<file path="src/sv/sd_spi_card_init_sequencer_macros.svh">
// Assertion helpers for the SD SPI init sequencer
`ifndef SD_SPI_CARD_INIT_SEQUENCER_MACROS_SVH
`define SD_SPI_CARD_INIT_SEQUENCER_MACROS_SVH

`define SDI_ASSERT_IMP(label, clk_s, rst_s, a, c) \
  label: assert property (@(posedge clk_s) disable iff (rst_s) (a) |-> (c)) \
    else $error("assertion failed");

`define SDI_ASSERT_NXT(label, clk_s, rst_s, a, c) \
  label: assert property (@(posedge clk_s) disable iff (rst_s) (a) |=> (c)) \
    else $error("assertion failed");

`endif

</file>
<file path="src/sv/sdi_pkg.sv">
package sdi_pkg;
  localparam logic [1:0] CMD_START = 2'd0;
  localparam logic [1:0] CMD_XFER  = 2'd1;
  localparam logic [1:0] CMD_TICK  = 2'd2;

  localparam logic [3:0] PH_IDLE       = 4'd0;
  localparam logic [3:0] PH_POWERUP    = 4'd1;
  localparam logic [3:0] PH_DUMMY      = 4'd2;
  localparam logic [3:0] PH_DESEL      = 4'd3;
  localparam logic [3:0] PH_WAIT_FIRST = 4'd4;
  localparam logic [3:0] PH_WAIT_READY = 4'd5;
  localparam logic [3:0] PH_FAIL_DESEL = 4'd6;
  localparam logic [3:0] PH_SEND       = 4'd7;
  localparam logic [3:0] PH_RESP       = 4'd8;
  localparam logic [3:0] PH_OCR        = 4'd9;
  localparam logic [3:0] PH_FINISH     = 4'd10;

  localparam logic [2:0] ST_CMD0    = 3'd0;
  localparam logic [2:0] ST_CMD8    = 3'd1;
  localparam logic [2:0] ST_SD2POLL = 3'd2;
  localparam logic [2:0] ST_CMD58   = 3'd3;
  localparam logic [2:0] ST_PROBE   = 3'd4;
  localparam logic [2:0] ST_OLDPOLL = 3'd5;
  localparam logic [2:0] ST_CMD16   = 3'd6;

  localparam logic [3:0] T_MMC   = 4'h1;
  localparam logic [3:0] T_SD1   = 4'h2;
  localparam logic [3:0] T_SD2   = 4'h4;
  localparam logic [3:0] T_BLOCK = 4'h8;

  localparam logic [2:0] REG_POWERUP = 3'd0;
  localparam logic [2:0] REG_INIT_TO = 3'd1;
  localparam logic [2:0] REG_READY_TO = 3'd2;
  localparam logic [2:0] REG_TRIES   = 3'd3;
  localparam logic [2:0] REG_DUMMY   = 3'd4;
  localparam logic [2:0] REG_BLKLEN  = 3'd5;

  // result item fields, highest bit first in tdata
  typedef struct packed {
    logic [3:0] card_type;
    logic       init_ok;
    logic       busy_res;
    logic       fast_clock;
    logic       select_low;
    logic [7:0] tx_byte;
    logic       exchange_pending;
  } result_t;
endpackage

</file>
<file path="src/sv/sd_spi_card_init_sequencer.sv">
// The result item of an accepted input item is in the output register in the next cycle.
// Throughput: one item per cycle while results are taken; the whole step is one pass of next-state logic.
// The output register frees whenever the result is taken, so input and output overlap.
// Reset (rst, synchronous, active high): idle, no result pending, registers at defaults.
`include "sd_spi_card_init_sequencer_macros.svh"
module sd_spi_card_init_sequencer import sdi_pkg::*; (
  input  logic        clk,
  input  logic        rst,
  input  logic        s_tvalid,
  output logic        s_tready,
  input  logic [15:0] s_tdata,   // cmd[1:0], rx_byte[9:2], zero fill
  output logic        m_tvalid,
  input  logic        m_tready,
  output logic [23:0] m_tdata,   // exchange_pending, tx_byte[8:1], select_low, fast_clock,
                                 // busy_res, init_ok, card_type[16:13], zero fill
  input  logic        cfg_we,
  input  logic [2:0]  cfg_index,
  input  logic [12:0] cfg_data
);
  logic [7:0] powerup_ticks, init_timeout_ticks, ready_timeout_ticks, response_tries;
  logic [7:0] dummy_bytes;
  logic [12:0] block_length;

  logic [3:0] phase, phase_next;
  logic [7:0] byte_count, byte_count_next;
  logic [5:0] command_index, command_index_next;
  logic [31:0] command_arg, command_arg_next;
  logic app_prefix_pending, app_prefix_pending_next;
  logic [7:0] tries_left, tries_left_next;
  logic [7:0] init_timer, init_timer_next, ready_timer, ready_timer_next;
  logic [7:0] ocr_bytes [4];
  logic [7:0] ocr_bytes_next [4];
  logic [3:0] type_flags, type_flags_next;
  logic not_initialized, not_initialized_next, clock_fast, clock_fast_next;
  logic [2:0] init_step, init_step_next;
  logic [3:0] pending_type, pending_type_next;
  result_t res;

  logic [1:0] c;
  logic [7:0] rx;
  logic accept;
  assign c  = s_tdata[1:0];
  assign rx = s_tdata[9:2];
  assign s_tready = !m_tvalid || m_tready;
  assign accept = s_tvalid && s_tready;

  always_comb begin
    logic cd;    // command finished, answer in r
    logic [7:0] r;
    logic op;    // old_poll requested
    logic sp;    // sd2_poll requested
    logic [5:0] idx;
    logic [31:0] arg;
    cd = 1'b0; r = 8'hFF; op = 1'b0; sp = 1'b0;
    phase_next = phase; byte_count_next = byte_count;
    command_index_next = command_index; command_arg_next = command_arg;
    app_prefix_pending_next = app_prefix_pending; tries_left_next = tries_left;
    init_timer_next = init_timer; ready_timer_next = ready_timer;
    ocr_bytes_next = ocr_bytes; type_flags_next = type_flags;
    not_initialized_next = not_initialized; clock_fast_next = clock_fast;
    init_step_next = init_step; pending_type_next = pending_type;
    if (c == CMD_START) begin
      clock_fast_next = 1'b0;
      app_prefix_pending_next = 1'b0;
      init_timer_next = powerup_ticks;
      phase_next = PH_POWERUP;
    end else if (c == CMD_TICK) begin
      if (init_timer != 8'd0) init_timer_next = init_timer - 8'd1;
      if (ready_timer != 8'd0) ready_timer_next = ready_timer - 8'd1;
    end else if (c == CMD_XFER) begin
      unique case (phase)
        PH_DUMMY: begin
          byte_count_next = byte_count - 8'd1;
          if (byte_count_next == 8'd0) begin
            command_index_next = 6'd0; command_arg_next = '0;
            app_prefix_pending_next = 1'b0; init_step_next = ST_CMD0;
            phase_next = PH_DESEL;
          end
        end
        PH_DESEL: begin
          ready_timer_next = ready_timeout_ticks;
          phase_next = PH_WAIT_FIRST;
        end
        PH_WAIT_FIRST: phase_next = PH_WAIT_READY;
        PH_WAIT_READY: begin
          if (rx == 8'hFF) begin
            phase_next = PH_SEND; byte_count_next = 8'd0;
          end else if (ready_timer == 8'd0) phase_next = PH_FAIL_DESEL;
        end
        PH_FAIL_DESEL: begin cd = 1'b1; r = 8'hFF; end
        PH_SEND: begin
          if (byte_count >= 8'd5) begin
            phase_next = PH_RESP; tries_left_next = response_tries;
          end else byte_count_next = byte_count + 8'd1;
        end
        PH_RESP: begin
          tries_left_next = tries_left - 8'd1;
          if (!rx[7] || tries_left_next == 8'd0) begin cd = 1'b1; r = rx; end
        end
        PH_OCR: begin
          ocr_bytes_next[byte_count[1:0]] = rx;
          byte_count_next = byte_count + 8'd1;
          if (byte_count_next >= 8'd4) begin
            if (init_step == ST_CMD8) begin
              if (ocr_bytes_next[2] == 8'h01 && ocr_bytes_next[3] == 8'hAA) sp = 1'b1;
              else begin type_flags_next = 4'd0; phase_next = PH_FINISH; end
            end else begin
              type_flags_next = ocr_bytes_next[0][6] ? (T_SD2 | T_BLOCK) : T_SD2;
              phase_next = PH_FINISH;
            end
          end
        end
        PH_FINISH: begin
          not_initialized_next = (type_flags == 4'd0);
          clock_fast_next = (type_flags != 4'd0);
          phase_next = PH_IDLE;
        end
        default: ;
      endcase
    end
    // response handling, APP_CMD prefix first
    if (cd && app_prefix_pending) begin
      app_prefix_pending_next = 1'b0;
      if (r <= 8'd1) begin phase_next = PH_DESEL; cd = 1'b0; end
    end
    if (cd) begin
      unique case (init_step)
        ST_CMD0: begin
          if (r == 8'd1) begin
            init_timer_next = init_timeout_ticks;
            command_index_next = 6'd8; command_arg_next = 32'h1AA;
            app_prefix_pending_next = 1'b0; init_step_next = ST_CMD8;
            phase_next = PH_DESEL;
          end else begin type_flags_next = 4'd0; phase_next = PH_FINISH; end
        end
        ST_CMD8: begin
          if (r == 8'd1) begin phase_next = PH_OCR; byte_count_next = 8'd0; end
          else begin
            command_index_next = 6'd41; command_arg_next = '0;
            app_prefix_pending_next = 1'b1; init_step_next = ST_PROBE;
            phase_next = PH_DESEL;
          end
        end
        ST_SD2POLL: begin
          if (r != 8'd0) sp = 1'b1;
          else if (init_timer != 8'd0) begin
            command_index_next = 6'd58; command_arg_next = '0;
            app_prefix_pending_next = 1'b0; init_step_next = ST_CMD58;
            phase_next = PH_DESEL;
          end else begin type_flags_next = 4'd0; phase_next = PH_FINISH; end
        end
        ST_CMD58: begin
          if (r == 8'd0) begin phase_next = PH_OCR; byte_count_next = 8'd0; end
          else begin type_flags_next = 4'd0; phase_next = PH_FINISH; end
        end
        ST_PROBE: begin
          pending_type_next = (r <= 8'd1) ? T_SD1 : T_MMC;
          op = 1'b1;
        end
        ST_OLDPOLL: begin
          if (r != 8'd0) op = 1'b1;
          else if (init_timer != 8'd0) begin
            command_index_next = 6'd16; command_arg_next = {19'd0, block_length};
            app_prefix_pending_next = 1'b0; init_step_next = ST_CMD16;
            phase_next = PH_DESEL;
          end else begin type_flags_next = 4'd0; phase_next = PH_FINISH; end
        end
        default: begin
          type_flags_next = (r == 8'd0) ? pending_type : 4'd0;
          phase_next = PH_FINISH;
        end
      endcase
    end
    if (sp) begin
      if (init_timer != 8'd0) begin
        command_index_next = 6'd41; command_arg_next = 32'h4000_0000;
        app_prefix_pending_next = 1'b1; init_step_next = ST_SD2POLL;
        phase_next = PH_DESEL;
      end else begin type_flags_next = 4'd0; phase_next = PH_FINISH; end
    end
    if (op) begin
      if (init_timer == 8'd0) begin type_flags_next = 4'd0; phase_next = PH_FINISH; end
      else begin
        command_arg_next = '0; init_step_next = ST_OLDPOLL; phase_next = PH_DESEL;
        if (pending_type_next == T_SD1) begin
          command_index_next = 6'd41; app_prefix_pending_next = 1'b1;
        end else begin
          command_index_next = 6'd1; app_prefix_pending_next = 1'b0;
        end
      end
    end
    // power-up wait over: dummy bytes or straight to CMD0
    if ((c == CMD_START || c == CMD_TICK) && phase_next == PH_POWERUP
        && init_timer_next == 8'd0) begin
      if (dummy_bytes == 8'd0) begin
        command_index_next = 6'd0; command_arg_next = '0;
        app_prefix_pending_next = 1'b0; init_step_next = ST_CMD0;
        phase_next = PH_DESEL;
      end else begin
        phase_next = PH_DUMMY; byte_count_next = dummy_bytes;
      end
    end

    idx = app_prefix_pending_next ? 6'd55 : command_index_next;
    arg = app_prefix_pending_next ? 32'd0 : command_arg_next;
    res.exchange_pending = (phase_next != PH_IDLE) && (phase_next != PH_POWERUP);
    res.select_low = (phase_next == PH_WAIT_FIRST) || (phase_next == PH_WAIT_READY) ||
                     (phase_next == PH_SEND) || (phase_next == PH_RESP) ||
                     (phase_next == PH_OCR);
    res.tx_byte = 8'hFF;
    if (phase_next == PH_SEND) begin
      unique case (byte_count_next)
        8'd0: res.tx_byte = {2'b01, idx};
        8'd1: res.tx_byte = arg[31:24];
        8'd2: res.tx_byte = arg[23:16];
        8'd3: res.tx_byte = arg[15:8];
        8'd4: res.tx_byte = arg[7:0];
        default: res.tx_byte = (idx == 6'd0) ? 8'h95 : ((idx == 6'd8) ? 8'h87 : 8'h01);
      endcase
    end
    res.fast_clock = clock_fast_next;
    res.busy_res = (phase_next != PH_IDLE);
    res.init_ok = !not_initialized_next;
    res.card_type = type_flags_next;
  end

  always_ff @(posedge clk) begin
    if (rst) begin
      powerup_ticks <= 8'd2; init_timeout_ticks <= 8'd100; ready_timeout_ticks <= 8'd50;
      response_tries <= 8'd10; dummy_bytes <= 8'd10; block_length <= 13'd512;
    end else if (cfg_we) begin
      unique case (cfg_index)
        REG_POWERUP:  powerup_ticks <= cfg_data[7:0];
        REG_INIT_TO:  init_timeout_ticks <= cfg_data[7:0];
        REG_READY_TO: ready_timeout_ticks <= cfg_data[7:0];
        REG_TRIES:    response_tries <= cfg_data[7:0];
        REG_DUMMY:    dummy_bytes <= cfg_data[7:0];
        REG_BLKLEN:   block_length <= cfg_data;
        default: ;
      endcase
    end
  end

  always_ff @(posedge clk) begin
    if (rst) begin
      phase <= PH_IDLE; byte_count <= '0; command_index <= '0; command_arg <= '0;
      app_prefix_pending <= 1'b0; tries_left <= '0; init_timer <= '0; ready_timer <= '0;
      for (int i = 0; i < 4; i++) ocr_bytes[i] <= '0;
      type_flags <= '0; not_initialized <= 1'b1; clock_fast <= 1'b0;
      init_step <= ST_CMD0; pending_type <= '0; m_tvalid <= 1'b0;
    end else begin
      if (accept) begin
        phase <= phase_next; byte_count <= byte_count_next;
        command_index <= command_index_next; command_arg <= command_arg_next;
        app_prefix_pending <= app_prefix_pending_next; tries_left <= tries_left_next;
        init_timer <= init_timer_next; ready_timer <= ready_timer_next;
        ocr_bytes <= ocr_bytes_next; type_flags <= type_flags_next;
        not_initialized <= not_initialized_next; clock_fast <= clock_fast_next;
        init_step <= init_step_next; pending_type <= pending_type_next;
        m_tvalid <= 1'b1;
      end else if (m_tready) m_tvalid <= 1'b0;
    end
  end

  always_ff @(posedge clk) begin
    if (accept) m_tdata <= {7'd0, res};
  end

  `SDI_ASSERT_NXT(a_result_follows, clk, rst, accept, m_tvalid)
  `SDI_ASSERT_IMP(a_idle_not_pending, clk, rst, phase == PH_IDLE,
    !res.exchange_pending || !(s_tdata[1:0] == CMD_XFER || s_tdata[1:0] == 2'd3))
  `SDI_ASSERT_IMP(a_ok_means_fast, clk, rst, !not_initialized, clock_fast || phase != PH_IDLE)
endmodule

</file>
<file path="config.mk">
export PLATFORM = sky130hd
export DESIGN_NAME = sd_spi_card_init_sequencer
export DESIGN_NICKNAME = d
export VERILOG_FILES = /design/src/sv/sdi_pkg.sv /design/src/sv/sd_spi_card_init_sequencer.sv
export VERILOG_INCLUDE_DIRS = /design/src /design/src/sv
export SDC_FILE = /design/constraint.sdc
export NUM_CORES = 1
export LEC_CHECK = 0
export BUFFER_PORTS_ARGS = -buffer_cell sky130_fd_sc_hd__buf_2
export CORE_MARGIN = 5
export CORE_UTILIZATION = 49
export CTS_CLUSTER_SIZE = 40
export DETAILED_ROUTE_END_ITERATION = 8
export GPL_TIMING_DRIVEN = 0
export PLACE_DENSITY = 0.71
export SLEW_MARGIN = 20
export SYNTH_ARGS = -nofsm -noshare
export SYNTH_HDL_FRONTEND = slang
export SYNTH_SLANG_ARGS = --single-unit
</file>
<file path="constraint.sdc">
create_clock -name clk -period 9.25 [get_ports clk]
set_input_delay 1.85 -clock clk [delete_from_list [all_inputs] [get_ports clk]]
set_output_delay 1.85 -clock clk [all_outputs]
set_load 0.02 [all_outputs]
</file>
==> key figures <==
Power
  • Pwr Density: approximately 160 nW/um^2
  • Sequential power share: roughly 45%
  • Sw power: ~0.00053 W
  • VDD IR max: ~120 uV
  • Lkg Pwr: ~4.2 nW
  • Net Sw Frac: 29.73%
  • Gate power share: 13.8%
  • Clock power frac: 41.5%
  • Int Power: between 0.001 and 0.0015 W

Final layout
  • # fillers: 1,990
  • Share of layout cells above drive strength 1: around a tenth
  • Multi-input logic area: 6057 sq um
  • FF/Latch Area: 3694 sq um
  • Final #Nets: between 1,000 and 1,500
  • Fin area: roughly 11,000 sq um
  • Diode count: 0
  • Area grow syn2layout: 11.70%
  • Final std cells w/o fill: around 1,700

CTS
  • Post-CTS setup buffer count: 0
  • Worst-path clk slew: ~0.07 ns
  • Total CTS buffers: 17
  • Sink Count: approximately 180
  • Post-CTS sizing: 0
  • Clock Path Buffers: 2
  • Worst skew pair latency: ~0.44 ns
  • Root buffer cell: clkbuf_16
  • H-tree depth: 4
  • # hold bufs at CTS: 0
  • TritonCTS clock tree: done

Detailed routing
  • Final wirelength: 33,370 um
  • 1st-iter DRT viols: between 1,000 and 1,500
  • Number of remaining DRC errors: 0
  • Vias per cell: between 6 and 7
  • Total number of vias: around 10,000
  • Wire length per cell: between 20 and 25 um
  • Final ANT Viol Nets: 0
  • First drt pass iteration count: 6

Timing
  • Worst Tran Pin Value: ~1.1 ns
  • Fin crit share: around two thirds
  • Final setup fails: 0
  • Final hold viol count: 0
  • Slew headroom: about a quarter
  • Fin. max-slew vios: 0
  • Worst Skew: between 0.01 and 0.015 ns
  • Post-layout min period: roughly 6.3 ns
  • RSZ-0062 raised after global routing: no
  • Fmax: 0.1590 GHz
  • Setup TNS: 0 ns

Placed design
  • Placed Instance Area: around 11,000 sq um
  • Dpl hpwl: around 25,000 um
  • Dpl cells: ~1,600
  • # port buffers: 47
  • Placer congestion estimate: between 1 and 1.5

Synthesis
  • Unique masters post-synth: 94
  • Seq/Total Area, Yosys: a little over a third
  • Mapped cell area: 10,230 sq um
  • Flops & latches, synth: between 150 and 200
  • Async S/R FF share, synth: 0%
  • Area leader, netlist: dfxtp_1
  • Post-synth top cells: nand2_1, dfxtp_1, nor2_1
  • Synth top area share: a little under a third
  • Synth Instances: between 1,000 and 1,500
  • Post-Syn Area per Cell: around 7.8 sq um
  • Most area-consuming cells after synthesis: dfxtp_1, nand2_1, a21oi_1
  • Post-synth EDFFs: 17
  • Most used DFF post-synth: dfxtp_1
  • Synth warn: 0
  • Count leader, synth: nand2_1

Critical path
  • Critical path class: input pin to register
  • Worst EP arrival: between 6 and 7 ns
  • Slowest cell on crit path: a2111oi_0
  • CP Capture Type: register
  • CP Data Required Time: approximately 9.4 ns
  • CP Launch Type: input pin
  • Crit path max fanout: 10
  • WP buf/inv: 6
  • Crit-path cells: buf_2, inv_1, ha_1, clkbuf_1, buf_1, clkbuf_1, nor2_1, a2111oi_0, nand2_1, o31ai_1, or2_2, buf_2, o21ai_0, a221oi_1, o211ai_1
  • Critical path's top delay family: buffers and inverters
  • Slowest Stage Delay on Critical Path: 1.00 ns

Global route
  • M3 GR Usage: under 10%
  • Global Route Usage Sum: ~28%
  • Global-route wire length before repair: 52,810 um
  • GRT Residual Overflow: 0
  • Met1 Track Usage GR: approximately two fifths
  • Vias in the first global route: 9,556
  • Largest net degree at the start of global routing: 27
  • Initial antenna violation count: 0
  • Met2 Resource Use GR: approximately two fifths
  • Busiest metal layer after global routing: met2

Run
  • Max Cap Violations: 0

Die
  • Die height: 154.5 um
  • Io pins: 63
  • Die area: 23,870 sq um
  • CORE AREA: around 20,000 sq um
  • Die width: roughly 150 um
  • Num rows: 52
  • Initial Util: between 50% and 60%

Min path
  • Hold Crit Class: register to register

Run status
  • Status: complete, no violations
through the flow:
step                setup slack, ns  utilization (%)  total power [W]  hold slack (ns)
floorplan                     3.802                -        0.0009758           0.4209
global placement              2.677            53.00         0.001053           0.4381
detailed placement            2.775            53.01         0.001055           0.4459
CTS                           3.191            55.95         0.001787           0.4556
global route                  2.727            55.95         0.001847           0.4753
finish                        2.959            55.95         0.001786           0.4537
sequential cells by signal (all words and copies together), names as in the netlist, 13 cells and up:
name / flops
command_arg: 32
block_length: 13
m_tdata: 17
ocr_bytes: 17
power groups by stage:
stage                     combinational (W)  clock [W]  sequential [W]
after floorplan                    0.000161          0        0.000815
after global placement             0.000237          0        0.000816
after detailed placement           0.000239          0        0.000816
after CTS                          0.000241   0.000748        0.000798
after global routing               0.000267   0.000780        0.000801
final                              0.000246   0.000741        0.000799
per-layer routing:
metal  vias to the layer above  share of wire (%)
li1                       4925                  -
met1                      4799                 42
met2                       542                 44
met3                        79                 11
met4                         0                3.1
met5                         -                  0
placed cells by master, fill, tap and decap left out, types with 8 or more instances in the layout:
cell	count
inv_1	29
nand3b_1	13
nor2b_1	10
and2_1	35
clkbuf_16	17
a21oi_1	123
nor3_1	53
a21o_1	8
a211oi_1	28
mux2i_1	34
o31ai_1	10
and3_1	9
nor3b_1	8
dfxtp_1	159
buf_2	57
or3_1	13
o211ai_1	15
buf_4	8
a211o_1	14
nor4_1	21
nand3_1	23
ha_1	12
a22oi_1	23
nand2_1	206
nand2b_1	13
nand4_1	12
edfxtp_1	17
clkbuf_1	55
o21ai_0	43
nor2_1	140
logic make-up (layout without fill, tap and decap cells):
kind of cell,after synthesis,count (layout),synth area share [%]
AOI/OAI and AO/OA,359,359,23.71
buffers and inverters,115,194,4.928
adders and majority gates,12,12,1.467
DFF,176,176,36.10
muxes,36,36,3.546
other,1,7,0.03665
xor gates and xnor gates,9,9,0.7703
and+or+nand+nor,605,605,29.44
worst register-to-register path: stages, from the launching register on:
cell      delay [ns]
dfxtp_1         0.43
clkbuf_1        0.40
inv_1           0.17
ha_1            0.28
a211oi_1        0.23
and3_1          0.19
a31oi_1         0.08
nor4_1          0.64
o21ai_0         0.23
a311oi_2        0.41
o211ai_2        0.28
nor3_2          0.60
a21oi_1         0.19
a21o_1          0.31
and2b_1         0.31
clkbuf_1        0.26
and2_1          0.22
layout make-up:
class | count | share of cell area, %
buffer | 85 | 3.437
clock inverter | 14 | 1.412
sequential | 176 | 32.32
inverter | 30 | 0.9852
multi-input combinational | 1028 | 52.99
timing repair buffer | 47 | 2.058
clock buffer | 18 | 3.842
tap | 270 | 2.956
path summary, 6_finish.rpt:
path               startpoint               end  slack, ns  depth (start not counted)
min reg2reg  powerup_ticks[0]  powerup_ticks[0]       0.45                          2
min          powerup_ticks[0]  powerup_ticks[0]       0.45                          2
max                s_tdata[0]        m_tdata[5]       2.96                         15
max reg2reg     byte_count[0]   command_arg[23]       3.90                         16
No activity file was read; power rests on OpenSTA's default activity.
